$ cat src/rtl/core/toy_register_machine_core_assert.svh
// assertion macros shared by the core modules
// expects i_clk and i_rst_n in the including module
`ifndef TOY_REGISTER_MACHINE_CORE_ASSERT_SVH
`define TOY_REGISTER_MACHINE_CORE_ASSERT_SVH

// same-cycle implication, off during reset
`define TRM_ASSERT_SAME(lbl, ante, cons, msg) \
    lbl: assert property (@(posedge i_clk) disable iff (!i_rst_n) (ante) |-> (cons)) \
        else $error(msg);

// next-cycle implication, off during reset
`define TRM_ASSERT_NEXT(lbl, ante, cons, msg) \
    lbl: assert property (@(posedge i_clk) disable iff (!i_rst_n) (ante) |=> (cons)) \
        else $error(msg);

`endif

$ cat src/rtl/core/trm_ram.sv
// single-port-write, single-port-read ram with per-entry valid bits
// entries never written read as zero; uses no package
module trm_ram #(
    parameter int DEPTH = 8,
    parameter int WIDTH = 32,
    parameter int AW    = $clog2(DEPTH)
) (
    input  logic             i_clk,
    input  logic             i_rst_n,
    input  logic             i_we,
    input  logic [AW-1:0]    i_waddr,
    input  logic [WIDTH-1:0] i_wdata,
    input  logic             i_re,
    input  logic [AW-1:0]    i_raddr,
    output logic [WIDTH-1:0] o_rdata
);

    logic [WIDTH-1:0] r_mem [DEPTH];
    logic [DEPTH-1:0] r_vld;
    logic [WIDTH-1:0] r_rdata;
    logic             r_rd_vld;

    always_ff @(posedge i_clk) begin
        if (i_we) begin
            r_mem[i_waddr] <= i_wdata;
        end
        if (i_re) begin
            r_rdata <= r_mem[i_raddr];
        end
    end

    always_ff @(posedge i_clk) begin
        if (!i_rst_n) begin
            r_vld    <= '0;
            r_rd_vld <= 1'b0;
        end else begin
            if (i_we) begin
                r_vld[i_waddr] <= 1'b1;
            end
            if (i_re) begin
                r_rd_vld <= r_vld[i_raddr];
            end
        end
    end

    assign o_rdata = r_rd_vld ? r_rdata : '0;

endmodule

$ cat config.mk
export PLATFORM = sky130hd
export DESIGN_NAME = trm_ram
export DESIGN_NICKNAME = d
export VERILOG_FILES = /design/src/rtl/core/toy_register_machine_core_assert.svh /design/src/rtl/core/trm_ram.sv
export SDC_FILE = /design/constraint.sdc
export NUM_CORES = 1
export LEC_CHECK = 0
export BUFFER_PORTS_ARGS = -buffer_cell sky130_fd_sc_hd__buf_2
export CORE_ASPECT_RATIO = 1.75
export CORE_MARGIN = 5
export CORE_UTILIZATION = 40
export CTS_CLUSTER_DIAMETER = 40
export CTS_CLUSTER_SIZE = 14
export DETAILED_ROUTE_END_ITERATION = 10
export GPL_TIMING_DRIVEN = 0
export PLACE_DENSITY = 0.69
export SYNTH_ARGS = -nofsm -noshare
export SYNTH_HDL_FRONTEND = slang
export SYNTH_SLANG_ARGS = --single-unit
$ cat constraint.sdc
create_clock -name i_clk -period 6.3 [get_ports i_clk]
set_clock_uncertainty 0.2 [all_clocks]
set_input_delay 1.89 -clock i_clk [delete_from_list [all_inputs] [get_ports i_clk]]
set_output_delay 1.89 -clock i_clk [all_outputs]
set_load 0.05 [all_outputs]
==> flow_summary.json <==
{
  "cts_tree": "yes",
  "slowest_stage": "dfxtp_1",
  "r2r-start": "r_mem[2][8]$_DFFE_PP_",
  "worstPathCellList": "clkbuf_1 -> and2_1 -> buf_2",
  "cts_hold_buf": 0,
  "htreeDepth": 1,
  "crit_arrival_ns": 1.98,
  "cts_setup_buffers": 0,
  "finalMaxSlewViolations": 0,
  "fin_hold_ws_ns": 0.2720,
  "synth_cells": 476,
  "cts.sinks": 297,
  "grt_overflow": 0,
  "outcome": "complete, no violations",
  "fill_cells": 2256,
  "path_class": "flip-flop to output pin",
  "final_cell_mix": "288 x edfxtp_1, 75 x buf_2, 61 x mux4_2, 32 x and2_1, 25 x clkbuf_16",
  "worstPathRequired_ns": 4.21,
  "num_vias": 4985,
  "rsz0062_at_grt": "false",
  "dieHeight_um": 231.8,
  "die_x_um": 136.7,
  "wl_per_cell_um": 23.45,
  "grt.total_usage_pct": 14.56,
  "gp_congestion": 0.7125,
  "hpwl_mm": 14.70,
  "wl_mm": 22.77,
  "ys_types": 20,
  "grt_max_degree": 35,
  "fmax_mhz": 245.5,
  "syn_avg_cell_area_um2": 23.62,
  "rows": 81,
  "p_leak_nw": 4.313,
  "hold_depth": 1,
  "power_density_nw_per_um2": 299.7,
  "io_buffers": 69,
  "cp_max_fo": 10,
  "end_kind": "output pin",
  "whs_endpoint": "r_vld[2]$_SDFFE_PN0P_",
  "holdCritStartpoint": "r_vld[2]$_SDFFE_PN0P_",
  "dieArea_um2": 31690,
  "syn-num-nets": 518,
  "grt_pass1_wl_mm": 33.58,
  "ys_warn_count": 0,
  "relSlewSlack_pct": 33.76,
  "clock_latency_ns": 0.54,
  "rr_worst_depth": 2,
  "hold_viol_final": 0,
  "hp-class": "flip-flop to flip-flop",
  "syn-cell-area_um2": 11240,
  "drt_iter0_markers": 336,
  "root_buffer": "clkbuf_16",
  "reg2reg_to": "r_rdata[8]$_DFFE_PP_",
  "core_area_um2": 27870,
  "start_util_pct": 40.34,
  "finalSetupViolCount": 0,
  "crit_path_max_incr_delay_ns": 0.47,
  "tns_ns": 0,
  "cts_made_buffers": 25,
  "drt-pass1-iter-count": 4,
  "seq_area_frac_synth_pct": 78.52,
  "cts_resized": 0,
  "antenna_found_initial": 2,
  "grt_pass1_vias": 5383,
  "regToRegSetupSlack_ns": 4.70,
  "detail-route-antenna-nets": 0,
  "dp.cells": 932,
  "maxCapViolCount": 0,
  "avgViaCountPerCell": 5.134,
  "layoutNonFillerInstCount": 971,
  "final_common_cell": "edfxtp_1",
  "tightestPinTransition_ns": 0.9937,
  "clk_pin_slew_ns": 0.06,
  "layout.nets": 628,
  "period_minus_slack_ns": 4.073,
  "ir_drop_mv": 0.2043,
  "finalCritPeriodShare_pct": 64.66,
  "area_growth_pct": 15.82,
  "route.detailed.drc": 0,
  "critPathLaunchType": "flip-flop",
  "io_pins": 74,
  "synth-seq-cells": 297,
  "cts_buffer_depth": 3,
  "drive_gt1_share_pct": 37.42
}
-- cells by family (layout without fill, tap and decap cells) --
family                 Yosys count  count (layout)  synth area share (%)
other                            0               2                     0
muxes                          101             101                 17.18
AOI/OAI and AO/OA               10              10                0.6566
and+or+nand+nor                 45              45                 2.304
buffers and inverters           23             143                 1.335
DFF                            297             297                 78.52
-- sequential cells by signal (all words and copies together) (netlist names) --
name and count:
r_vld 8, r_mem 256, r_rd_vld 1, r_rdata 32
-- where the power goes --
part,switching (mW),internal (mW),total [mW]
sequential,0.0183,2.25,2.27
clock,0.642,0.740,1.38
combinational,0.145,0.111,0.256
-- through the flow --
step	setup slack, ns	instance area [um^2]	utilization [%]	power [mW]
after floorplan	1.310	11240	-	2.466
after global placement	-1.239	12060	43.25	2.547
after detailed placement	2.231	12320	44.22	2.570
after CTS	2.151	13020	46.71	3.934
after global routing	2.100	13020	46.72	4.029
final	2.227	13020	46.73	3.903
-- synth_stat cells --
library cell	number	area, um^2
mux2_4	14	210.2
mux2_2	18	202.7
nor3_1	2	10.01
and2_1	32	200.2
dfxtp_1	9	180.2
mux4_1	4	105.1
nand2b_1	3	18.77
buf_12	3	60.06
o21a_1	8	60.06
mux4_2	61	1374
mux2i_1	4	40.04
buf_1	5	18.77
buf_6	1	11.26
edfxtp_1	288	8648
clkbuf_1	8	30.03
nand2_1	2	7.510
nor2_1	6	22.52
a21oi_2	1	8.760
o21ai_0	1	5.000
buf_2	6	30.03
-- critical path, delay by kind of cell, from the launching register on --
family | cells | cell delay (ns)
and+or+nand+nor | 1 | 0.27
buffers and inverters | 2 | 0.70
DFF | 1 | 0.47
-- layer usage --
metal | vias up | share of wire [%] | track usage [%]
met1 | 2653 | 36 | 16.05
met2 | 120 | 58 | 27.96
li1 | 2185 | - | -
met3 | 27 | 3.6 | 1.908
met4 | 0 | 2.6 | 5.202
met5 | - | 0 | 0
-- layout make-up --
type / count / area (um^2) / area share [%]
Sequential cell: 297 / 8828 / 67.79
Multi-Input combinational cell: 156 / 2320 / 17.81
Clock buffer: 35 / 673.1 / 5.169
Timing Repair Buffer: 83 / 559.3 / 4.295
Tap cell: 373 / 466.7 / 3.584
Buffer: 23 / 150.1 / 1.153
Clock inverter: 2 / 20.02 / 0.1537
Antenna cell: 2 / 5.005 / 0.03843
-- how the worst max path moves through the flow --
stage | from | endpoint | slack, ns | cells after the start
floorplan | i_waddr[2] | r_mem[0][0]$_DFFE_PP_ | 1.31 | 2
global placement | i_waddr[2] | r_mem[0][30]$_DFFE_PP_ | -1.24 | 3
detailed placement | i_waddr[2] | r_mem[4][30]$_DFFE_PP_ | 2.23 | 6
CTS | r_rd_vld$_SDFFE_PN0P_ | o_rdata[16] | 2.15 | 3
global route | r_rd_vld$_SDFFE_PN0P_ | o_rdata[16] | 2.10 | 3
finish | r_rd_vld$_SDFFE_PN0P_ | o_rdata[22] | 2.23 | 3
No activity file was read; power rests on OpenSTA's default activity.
