<file path="src/rtl/core/toy_register_machine_core_assert.svh">
// assertion macros shared by the core modules
// expects i_clk and i_rst_n in the including module
`ifndef TOY_REGISTER_MACHINE_CORE_ASSERT_SVH
`define TOY_REGISTER_MACHINE_CORE_ASSERT_SVH

// same-cycle implication, off during reset
`define TRM_ASSERT_SAME(lbl, ante, cons, msg) \
    lbl: assert property (@(posedge i_clk) disable iff (!i_rst_n) (ante) |-> (cons)) \
        else $error(msg);

// next-cycle implication, off during reset
`define TRM_ASSERT_NEXT(lbl, ante, cons, msg) \
    lbl: assert property (@(posedge i_clk) disable iff (!i_rst_n) (ante) |=> (cons)) \
        else $error(msg);

`endif

</file>
<file path="src/rtl/core/trm_pkg.sv">
// shared types, sizes and index helpers for the register machine core
// no dependencies
package trm_pkg;

    localparam int REG_COUNT  = 8;
    localparam int DATA_DEPTH = 256;
    localparam int PROG_DEPTH = 256;

    localparam int WORD_W  = 32;
    localparam int FIELD_W = 8;
    localparam int RIDX_W  = $clog2(REG_COUNT);
    localparam int DADDR_W = $clog2(DATA_DEPTH);
    localparam int PC_W    = $clog2(PROG_DEPTH);

    localparam int DIV_STEPS = WORD_W;
    localparam int CNT_W     = $clog2(DIV_STEPS);

    typedef enum logic [3:0] {
        OP_ADD   = 4'd0,
        OP_SUB   = 4'd1,
        OP_MUL   = 4'd2,
        OP_DIV   = 4'd3,
        OP_LOAD  = 4'd4,
        OP_STORE = 4'd5,
        OP_JMP   = 4'd6,
        OP_JEQ   = 4'd7,
        OP_JGT   = 4'd8,
        OP_JLT   = 4'd9,
        OP_WRITE = 4'd10,
        OP_READ  = 4'd11,
        OP_STOP  = 4'd12
    } t_opcode;

    typedef enum logic [1:0] {
        ST_RUN   = 2'd0,
        ST_STOP  = 2'd1,
        ST_BADOP = 2'd2,
        ST_DIVZ  = 2'd3
    } t_status;

    typedef enum logic [1:0] {
        ALU_ADD,
        ALU_SUB,
        ALU_MUL
    } t_alu_op;

    typedef enum logic [3:0] {
        S_IDLE,
        S_RD_X,
        S_RD_Y,
        S_RD_A,
        S_EXEC,
        S_ABS_A,
        S_ABS_B,
        S_DIV,
        S_SIGN,
        S_DONE
    } t_state;

    function automatic logic [RIDX_W-1:0] ridx(input logic [FIELD_W-1:0] v);
        return RIDX_W'(v % REG_COUNT);
    endfunction

    function automatic logic [DADDR_W-1:0] didx(input logic [FIELD_W-1:0] v);
        return DADDR_W'(v % DATA_DEPTH);
    endfunction

    function automatic logic [PC_W-1:0] pcw(input logic [FIELD_W-1:0] v);
        return PC_W'(v % PROG_DEPTH);
    endfunction

endpackage

</file>
<file path="src/rtl/core/trm_alu.sv">
// shared arithmetic unit: add, subtract with borrow, low-word multiply
// depends on trm_pkg
module trm_alu
    import trm_pkg::*;
(
    input  t_alu_op           i_op,
    input  logic [WORD_W-1:0] i_a,
    input  logic [WORD_W-1:0] i_b,
    output logic [WORD_W-1:0] o_res,
    output logic              o_borrow
);

    logic [WORD_W:0]   diff;
    logic [WORD_W-1:0] prod;

    assign diff     = {1'b0, i_a} - {1'b0, i_b};
    assign prod     = i_a * i_b;
    assign o_borrow = diff[WORD_W];

    always_comb begin
        case (i_op)
            ALU_ADD: o_res = i_a + i_b;
            ALU_SUB: o_res = diff[WORD_W-1:0];
            ALU_MUL: o_res = prod;
            default: o_res = i_a + i_b;
        endcase
    end

endmodule

</file>
<file path="config.mk">
export PLATFORM = sky130hd
export DESIGN_NAME = trm_alu
export DESIGN_NICKNAME = d
export VERILOG_FILES = /design/src/rtl/core/toy_register_machine_core_assert.svh /design/src/rtl/core/trm_pkg.sv /design/src/rtl/core/trm_alu.sv
export SDC_FILE = /design/constraint.sdc
export NUM_CORES = 1
export LEC_CHECK = 0
export ABC_CLOCK_PERIOD_IN_PS = 10050
export BUFFER_PORTS_ARGS = -buffer_cell sky130_fd_sc_hd__buf_2
export CORE_ASPECT_RATIO = 1.2
export CORE_UTILIZATION = 30
export DETAILED_ROUTE_END_ITERATION = 6
export SLEW_MARGIN = 15
export SYNTH_ARGS = -nofsm -noshare
export SYNTH_HDL_FRONTEND = slang
export SYNTH_SLANG_ARGS = --single-unit
export TNS_END_PERCENT = 30
</file>
<file path="constraint.sdc">
create_clock -name vclk -period 10.05
set_input_delay 0.5025 -clock vclk [all_inputs]
set_output_delay 0.5025 -clock vclk [all_outputs]
set_load 0.03 [all_outputs]
</file>
==> results.md <==
* Post-synthesis instance area at roughly 0.019 mm²
* Initial drt markers at 916
* Core Footprint at roughly 0.064 mm²
* Antenna viol nets, final at 0
* Overflow after GRT at 0
* Worst min path class: input port to output port
* Vias in the first global route at between 15000 and 20000
* I/O Buffers at approximately 100
* Dpl hpwl at between 50000 and 60000 µm
* I/O Pins at approximately 100
* Routed WL at ~63000 µm
* Register area share after synthesis at 0
* Initial Utilization at 0.3050
* Most common cell after layout, fill and taps aside: inv_1
* Max FO, Critical Path at 25
* Reg area at 0 µm²
* First-pass GRT wire length at just under 100000 µm
* Period utilization at 0.8434
* RSZ-0062 raised after global routing: false
* # DRC at 0
* Post-synthesis area per instance at approximately 8.5 µm²
* Most used cell, CP: fa_1
* GRT Total Usage at 0.1973
* Postcts setup bufs at 0
* Max-Cap Viols at 0
* Area of the die at between 0.06 and 0.07 mm²
* Area growth from synthesis to layout at 6.201%
* Antenna violations before repair at 5
* Resized Gates After CTS at 0
* Die width at 234.3 µm
* Mapped Cells at roughly 2300
* Critical Path Start Type: input port
* Slew HR at 0.3531
* Fin. max-slew vios at 0
* Synth area leaders: fa_1 (42%), ha_1 (12%), inv_1 (8.7%)
* Layout cells sized above 1 at 0.06830
* Setup TNS at 0 ns
* Vias/cell at slightly above 5
* Final Hold Viols at 0
* Achievable Freq at approximately 120 MHz
* Status: finished clean
* Minimum hold slack at 1.434 ns
* Final #Nets at 2950
* Worst EP arrival at 7.97 ns
* 1st-pass router iterations at 5
* # clk buffers at 0
* Crit end category: output port
* Num sequential at 0
* # hold bufs at CTS at 0
* CP max stage delay at 0.55 ns
* Final setup fails at 0
* Synth warn at 0
* Largest net degree at the start of global routing at slightly above 40
* Wire per inst at roughly 20 µm
* Least-Margin Pin Slew at 0.9681 ns
* Yosys cell types at between 90 and 100
* Synth top area share at 0.4225
* GPL Wtd Cong at around 0.9
* Post-synth net total at 2946
* Slowest CP cell: buf_2
* Die Span Y at about 280 µm
* Crit Path Category: input port to output port
* Req. time, crit path at between 9 and 10 ns
* Post-synth top area cell: fa_1
* # rows at 101
* Fin crit period at about 8.5 ns
* Most frequent cells in the layout: inv_1 (450), fa_1 (410), and2_1 (260)
* Routed vias at roughly 16000
worst max-delay path: cells and delay by family:
family / cells / cell delay [ns]
adder cells (fa/ha/maj): 9 / 4.11
AO/OA/AOI/OAI: 7 / 1.80
buffers and inverters: 7 / 1.02
AND/OR/NAND/NOR: 2 / 0.31
XOR/XNOR: 1 / 0.20
logic make-up (layout without fill, tap and decap cells):
| family | count (synthesis) | count (layout) | share of synthesized area |
|---|---|---|---|
| other cells | 0 | 4 | 0 |
| xor+xnor | 88 | 88 | 0.04038 |
| simple gates | 723 | 723 | 0.1881 |
| fa+ha+maj | 598 | 598 | 0.5435 |
| mux | 3 | 3 | 0.001610 |
| compound gates | 308 | 308 | 0.1166 |
| buf+inv | 562 | 564 | 0.1097 |
synthesized netlist by cell type, types with 3 or more instances:
cell type / instances
a22o_1: 8
a211oi_2: 3
a211o_1: 4
a221oi_1: 11
inv_1: 450
nand2b_1: 14
o21bai_1: 15
nor2b_1: 9
clkbuf_1: 96
ha_1: 188
or3_1: 7
xnor2_1: 61
or2_2: 4
o21ai_1: 4
o22ai_1: 18
o21a_1: 13
and2_1: 260
o211a_1: 5
o21ai_0: 31
o221a_2: 8
xor2_1: 26
a211oi_1: 12
nor4_1: 4
o221ai_1: 11
a221o_1: 7
a21oi_1: 72
nand3_1: 13
nor3_1: 15
nor2_1: 117
buf_2: 6
a21o_1: 22
and4_1: 3
a31oi_1: 7
nand2_1: 251
o31ai_1: 6
and3_1: 7
o211ai_1: 7
fa_1: 410
o31a_1: 3
buf_1: 7
nand4_1: 3
per-layer routing:
metal / up-vias / share of wire / global-route usage
met4: 4 / 0.044 / 0.07676
li1: 7081 / - / -
met2: 508 / 0.52 / 0.3637
met1: 8251 / 0.39 / 0.2332
met5: - / 0.00035 / 0
met3: 129 / 0.046 / 0.01694
worst paths after layout:
path | slack [ns] | start | cells after the start | end
setup / recovery | 1.57 | i_a[8] | 26 | o_res[30]
hold / removal | 1.43 | i_a[31] | 4 | o_borrow
cell type report:
cell class	count	area, µm²
inverter	451	1693
tap	824	1031
antenna	4	10.01
fill	6830	43060
multi-input combinational	1720	17300
timing repair buffer	113	600.6
per-stage QoR:
| stage | setup slack [ns] | utilization | instance area, µm² | instances |
|---|---|---|---|---|
| floorplan | 2.235 | - | 19430 | 2282 |
| CTS | 1.576 | 0.3238 | 20620 | 3108 |
| global route | 1.343 | 0.3239 | 20630 | 3110 |
| finish | 1.574 | 0.3240 | 20630 | 3112 |
| detailed placement | 1.587 | 0.3238 | 20620 | 3108 |
| global placement | 1.695 | 0.3238 | 20620 | 3108 |
Power is left out: the tool's default activity adds up to more than one toggle a clock period on the data nets, which glitch-free logic cannot reach.
